--- config.mk ---
export PLATFORM = sky130hd
export DESIGN_NAME = mcpi_ctrl
export DESIGN_NICKNAME = d
export VERILOG_FILES = /design/src/sv/mcpi_pkg.sv /design/src/sv/mcpi_ctrl.sv
export SDC_FILE = /design/constraint.sdc
export NUM_CORES = 1
export LEC_CHECK = 0
export BUFFER_PORTS_ARGS = -buffer_cell sky130_fd_sc_hd__buf_2
export CORE_ASPECT_RATIO = 0.8
export CORE_MARGIN = 4
export CORE_UTILIZATION = 30
export CTS_CLUSTER_SIZE = 20
export DETAILED_ROUTE_END_ITERATION = 6
export PLACE_DENSITY = 0.55
export SYNTH_ARGS = -nofsm -noshare
export SYNTH_HDL_FRONTEND = slang
export SYNTH_SLANG_ARGS = --single-unit
export TNS_END_PERCENT = 5
--- constraint.sdc ---
create_clock -name i_clk -period 1.4 [get_ports i_clk]
set_input_delay 0.14 -clock i_clk [delete_from_list [all_inputs] [get_ports i_clk]]
set_output_delay 0.14 -clock i_clk [all_outputs]
set_load 0.05 [all_outputs]
--- src/sv/mcpi_pkg.sv ---
// Shared types, constants and width helpers for the motor current PI loop.
// Used by mcpi_ctrl, mcpi_dp and motor_current_pi_loop; depends on nothing.
package mcpi_pkg;

    // Default values of the top-level parameters
    localparam int COUNTS_PER_REV_DEF = 1200;
    localparam int NUM_CHANNELS_DEF   = 2;

    // Fixed-point constants (Q16.16)
    localparam int Q16_ONE      = 65536;
    localparam int RND_HALF     = 32768;
    localparam int TWO_PI_Q16   = 411775;
    localparam int ZERO_AMP_Q16 = 983040;

    // Channel codes that a one-bit channel field can carry
    localparam int CHANNEL_CODES = 2;

    // Field and datapath widths
    localparam int CFG_DATA_W  = 27;
    localparam int CFG_IDX_W   = 3;
    localparam int GAIN_W      = 24;
    localparam int LIMIT_W     = 27;
    localparam int RECIP_W     = 17;
    localparam int DUTY_W      = 17;
    localparam int CODE_W      = 16;
    localparam int VEL_W       = 24;
    localparam int AMP_W       = 21;
    localparam int ERR_W       = 22;
    localparam int INTEG_W     = 28;
    localparam int VOLT_W      = 33;
    localparam int MUL_A_W     = 25;
    localparam int DUTY_PROD_W = VOLT_W + RECIP_W;

    // Volts saturate at 2^32: any larger magnitude already pins the duty clamp
    localparam logic [VOLT_W-1:0] VOLT_SAT = 33'h1_0000_0000;

    // Quotient bits retired per divider cycle
    localparam int DIV_STEP_BITS = 6;

    // Register indexes of the configuration port
    localparam logic [CFG_IDX_W-1:0] REG_PROP_GAIN   = 3'd0;
    localparam logic [CFG_IDX_W-1:0] REG_INTEG_GAIN  = 3'd1;
    localparam logic [CFG_IDX_W-1:0] REG_WINDING_RES = 3'd2;
    localparam logic [CFG_IDX_W-1:0] REG_TORQUE_K    = 3'd3;
    localparam logic [CFG_IDX_W-1:0] REG_INTEG_LIMIT = 3'd4;
    localparam logic [CFG_IDX_W-1:0] REG_SUPPLY_RCP  = 3'd5;
    localparam logic [CFG_IDX_W-1:0] REG_DUTY_LIMIT  = 3'd6;

    typedef struct packed {
        logic [GAIN_W-1:0]  prop_gain;
        logic [GAIN_W-1:0]  integ_gain;
        logic [GAIN_W-1:0]  winding_resistance;
        logic [GAIN_W-1:0]  torque_constant;
        logic [LIMIT_W-1:0] integ_limit;
        logic [RECIP_W-1:0] supply_recip;
        logic [DUTY_W-1:0]  duty_limit;
    } t_cfg;

    typedef enum logic [3:0] {
        S_IDLE,
        S_VEL,
        S_LOAD,
        S_DIV,
        S_KT,
        S_SUM,
        S_MAG,
        S_VOLT,
        S_DONE
    } t_state;

    typedef enum logic [2:0] {
        MUL_NONE,
        MUL_VEL,
        MUL_RES,
        MUL_PROP,
        MUL_INTEG,
        MUL_TORQUE,
        MUL_DUTY
    } t_mul_sel;

    typedef enum logic [1:0] {
        ACC_HOLD,
        ACC_LOAD,
        ACC_ADD,
        ACC_ADD_VEL
    } t_acc_op;

    typedef struct packed {
        logic     in_ready;
        logic     take;
        logic     integ_upd;
        t_mul_sel mul_sel;
        t_acc_op  acc_op;
        logic     div_load;
        logic     div_step;
        logic     mag_en;
        logic     out_load;
    } t_cmd;

    typedef struct packed {
        logic in_valid;
        logic out_free;
    } t_sts;

    // Largest dividend of the rad/s conversion, rounding offset included
    function automatic longint div_num_max(input int cpr);
        return (longint'(1) << (VEL_W - 1)) * longint'(TWO_PI_Q16) + longint'(cpr >> 1);
    endfunction

    function automatic int div_num_w(input int cpr);
        return $clog2(div_num_max(cpr) + 1);
    endfunction

    function automatic int div_iter(input int cpr);
        return (div_num_w(cpr) + DIV_STEP_BITS - 1) / DIV_STEP_BITS;
    endfunction

endpackage

--- src/sv/mcpi_ctrl.sv ---
// Sequencer for the motor current PI loop: steps one tick through the datapath.
// Depends on mcpi_pkg for the state, command and status types.
module mcpi_ctrl #(
    parameter int DIV_ITER = mcpi_pkg::div_iter(mcpi_pkg::COUNTS_PER_REV_DEF)
) (
    input  logic            i_clk,
    input  logic            i_rst_n,
    input  mcpi_pkg::t_sts  i_sts,
    output mcpi_pkg::t_cmd  o_cmd
);

    localparam int CNT_W = $clog2(DIV_ITER);

    mcpi_pkg::t_state r_state, n_state;
    logic [CNT_W-1:0] r_cnt, n_cnt;
    logic             div_last;

    assign div_last = (r_cnt == CNT_W'(DIV_ITER - 1));

    always_ff @(posedge i_clk) begin
        if (!i_rst_n) begin
            r_state <= mcpi_pkg::S_IDLE;
            r_cnt   <= '0;
        end else begin
            r_state <= n_state;
            r_cnt   <= n_cnt;
        end
    end

    // Next state
    always_comb begin
        n_state = r_state;
        n_cnt   = '0;
        unique case (r_state)
            mcpi_pkg::S_IDLE: begin
                if (i_sts.in_valid) n_state = mcpi_pkg::S_VEL;
            end
            mcpi_pkg::S_VEL:  n_state = mcpi_pkg::S_LOAD;
            mcpi_pkg::S_LOAD: n_state = mcpi_pkg::S_DIV;
            mcpi_pkg::S_DIV: begin
                if (div_last) begin
                    n_state = mcpi_pkg::S_KT;
                end else begin
                    n_cnt = r_cnt + CNT_W'(1);
                end
            end
            mcpi_pkg::S_KT:   n_state = mcpi_pkg::S_SUM;
            mcpi_pkg::S_SUM:  n_state = mcpi_pkg::S_MAG;
            mcpi_pkg::S_MAG:  n_state = mcpi_pkg::S_VOLT;
            mcpi_pkg::S_VOLT: n_state = mcpi_pkg::S_DONE;
            mcpi_pkg::S_DONE: begin
                if (i_sts.out_free) n_state = mcpi_pkg::S_IDLE;
            end
            default: n_state = mcpi_pkg::S_IDLE;
        endcase
    end

    // Commands; products overlap the divider iterations
    always_comb begin
        o_cmd = '{
            in_ready:  1'b0,
            take:      1'b0,
            integ_upd: 1'b0,
            mul_sel:   mcpi_pkg::MUL_NONE,
            acc_op:    mcpi_pkg::ACC_HOLD,
            div_load:  1'b0,
            div_step:  1'b0,
            mag_en:    1'b0,
            out_load:  1'b0
        };
        unique case (r_state)
            mcpi_pkg::S_IDLE: begin
                o_cmd.in_ready = 1'b1;
                o_cmd.take     = i_sts.in_valid;
            end
            mcpi_pkg::S_VEL: begin
                o_cmd.integ_upd = 1'b1;
                o_cmd.mul_sel   = mcpi_pkg::MUL_VEL;
            end
            mcpi_pkg::S_LOAD: begin
                o_cmd.div_load = 1'b1;
                o_cmd.mul_sel  = mcpi_pkg::MUL_RES;
            end
            mcpi_pkg::S_DIV: begin
                o_cmd.div_step = 1'b1;
                if (r_cnt == CNT_W'(0)) begin
                    o_cmd.acc_op  = mcpi_pkg::ACC_LOAD;
                    o_cmd.mul_sel = mcpi_pkg::MUL_PROP;
                end else if (r_cnt == CNT_W'(1)) begin
                    o_cmd.acc_op  = mcpi_pkg::ACC_ADD;
                    o_cmd.mul_sel = mcpi_pkg::MUL_INTEG;
                end else if (r_cnt == CNT_W'(2)) begin
                    o_cmd.acc_op  = mcpi_pkg::ACC_ADD;
                end
            end
            mcpi_pkg::S_KT:   o_cmd.mul_sel  = mcpi_pkg::MUL_TORQUE;
            mcpi_pkg::S_SUM:  o_cmd.acc_op   = mcpi_pkg::ACC_ADD_VEL;
            mcpi_pkg::S_MAG:  o_cmd.mag_en   = 1'b1;
            mcpi_pkg::S_VOLT: o_cmd.mul_sel  = mcpi_pkg::MUL_DUTY;
            mcpi_pkg::S_DONE: o_cmd.out_load = i_sts.out_free;
            default: ;
        endcase
    end

endmodule

==> qor.csv <==
metric,value,unit
outcome,finished with violations,
violated checks,negative setup slack,
Top Ports,16,
via count,539,
Worst Skew,0.000324,ns
Hold Path Class,primary input to flip-flop,
Pint,581,uW
initial DRC count,4,
Worst setup SP type,flip-flop,
ant diodes,0,
CTS Hold Bufs,0,
worst vdd ir,0.000693,V
"Warnings, synthesis",0,
"commonest non-fill, non-tap cell in the layout",buf_4,
Clock Pin Slew Worst Setup and Hold Paths,0.05,ns
Slew @ Worst Pin,0.230,ns
non-filler instance count after layout,115,
Rel. slew slack,0.845,
R2R Path Start,r_state[0],
drt pass-1 iters,4,
placed cells,111,
Total Power,1040,uW
CTS tree,done,
Mapped Avg Cell Area,7.72,um2
Initial Utilization,0.316,
GRT Overall Usage,0.121,
CP Max Fanout,4,
RePlAce Congestion,0.698,
"EDFF count, synth",0,
RSZ-0062 raised after global routing,yes,
Final nets,102,
"setup slack, reg-to-reg",0.07,ns
Setup CP Type,flip-flop to primary output,
# DRC,0,
Max Freq,0.645,GHz
Net Switching,463,uW
H-Tree Level Count,1,
die height,44.9,um
#FFs+latches synth,7,
"Hold Violations, Final",0,
Root Buffer,clkbuf_4,
Synth Cell Area,509,um2
largest net degree at the start of global routing,9,
width of the die,54.1,um
Sink Count,7,
hold_ws,0.155,ns
Layout Area Growth over Synthesis,69.3,%
# rows,13,
hpwl dp,984,um
share of cells above drive strength 1,0.559,
Reg power frac,0.239,
Skew-Pair Late Insertion Delay,0.25,ns
asr flop ratio synth,0,
Tcrit/Tclk final,1.11,
Setup Viol. Count Final,9,
TNS Setup,-0.745,ns
Pins Over Slew Limit,0,
Arrival @ worst endpoint,1.41,ns
clk buf depth,2,
Clk pwr share,0.173,
Mapped Nets,74,
Leak,0.000381,uW
antenna-violating nets left,0,
synthesized instance count,66,
hold wc startpoint,i_rst_n,
Power Dens Cells,1210,mW/mm2
"Setup Fix Bufs, Post-CTS",0,
total CTS buffers,3,
GRT overflow,0,
critical path required time,1.26,ns
vias in the first global route,501,
most frequent cells in the layout,"16 x buf_4, 7 x nand2_1, 7 x buf_6",
"Seq/Total Area, Yosys",0.275,
post-DR vias/cell,4.69,
global-route wire length before repair,2090,um
total core area,0.00161,mm2
initial antenna violation count,0,
port buffer count,15,
pre-CTS WS,0.0135,ns
die area,0.00242,mm2
Synth cell types,28,
final worst-path setup slack,-0.150,ns
Crit. End Element,primary output,
Post-synth top flop,dfxtp_1,
Sw Share,0.443,
Total Wirelength,1320,um
Comb power frac,0.588,
Worst Setup SP,r_state[0],
minimum clock period,1.55,ns
max-cap viol count,0,
Wirelength per Cell,11.4,um
==> power groups by stage <==
stage	registers, uW	logic, uW	clock network [uW]
6_report	250	613	181
3_5_place_dp	247	508	0
3_3_place_gp	247	506	0
5_1_grt	253	650	205
4_1_cts	247	571	189
2_1_floorplan	228	398	0
==> sequential cells by signal (all words and copies together) (netlist names) <==
| name | count |
|---|---|
| r_state | 4 |
| r_cnt | 3 |
==> cell families (layout without fill, tap and decap cells) <==
logic type / after synthesis / count (layout) / synth area share
xor gates and xnor gates: 3 / 3 / 0.0516
and+or+nand+nor: 35 / 35 / 0.381
buffers and inverters: 8 / 35 / 0.0835
AOI/OAI and AO/OA: 9 / 9 / 0.111
adders and majority gates: 4 / 4 / 0.0983
DFF: 7 / 7 / 0.275
==> through the flow <==
stage	instance area (um2)	utilization
3_5_place_dp	708	0.440
3_3_place_gp	708	0.440
2_1_floorplan	543	-
5_1_grt	862	0.535
4_1_cts	822	0.510
6_report	862	0.535
==> metal layers <==
| layer | wire length (um) | vias up | track usage |
|---|---|---|---|
| met3 | 84 | 2 | 0.0396 |
| met2 | 636 | 14 | 0.208 |
| li1 | - | 280 | - |
| met4 | 14 | 0 | 0.0448 |
| met5 | 0 | - | 0 |
| met1 | 581 | 243 | 0.140 |
==> worst paths after layout <==
| check | cells past startpoint | endpoint |
|---|---|---|
| max reg2reg | 4 | r_state[2] |
| max | 3 | o_cmd[0] |
| min reg2reg | 2 | r_cnt[0] |
| min | 2 | r_state[0] |
==> cell usage after synthesis (2+ instances only) <==
library cell  count  area share
xnor2_1           2       0.034
inv_1             4       0.029
nor3_1            5       0.049
nor2_1            6       0.044
dfxtp_1           7        0.28
o21a_1            2       0.029
nor2b_1           4       0.049
nand2b_1          3       0.037
ha_1              4       0.098
and2_1            2       0.025
a21oi_1           4       0.039
nand2_1           7       0.052
==> cell type report <==
type,count,area (um2)
Clock buffer,4,26.3
Sequential cell,7,145
Timing Repair Buffer,27,229
Fill cell,154,748
Tap cell,22,27.5
Inverter,4,15.0
Multi-Input combinational cell,51,419
==> what timing repair did <==
item                                    CTS  global route
gates cloned                              0             0
pin swaps                                 7             5
gates resized for setup                  31             9
endpoints found under the setup margin   12            12
==> worst max-delay path, cell delays in order (launching register included) <==
cell and delay, ns:
dfxtp_2 0.33, or4b_4 0.56, nor2_4 0.10, buf_6 0.16
(Power assumes the default switching activity.)
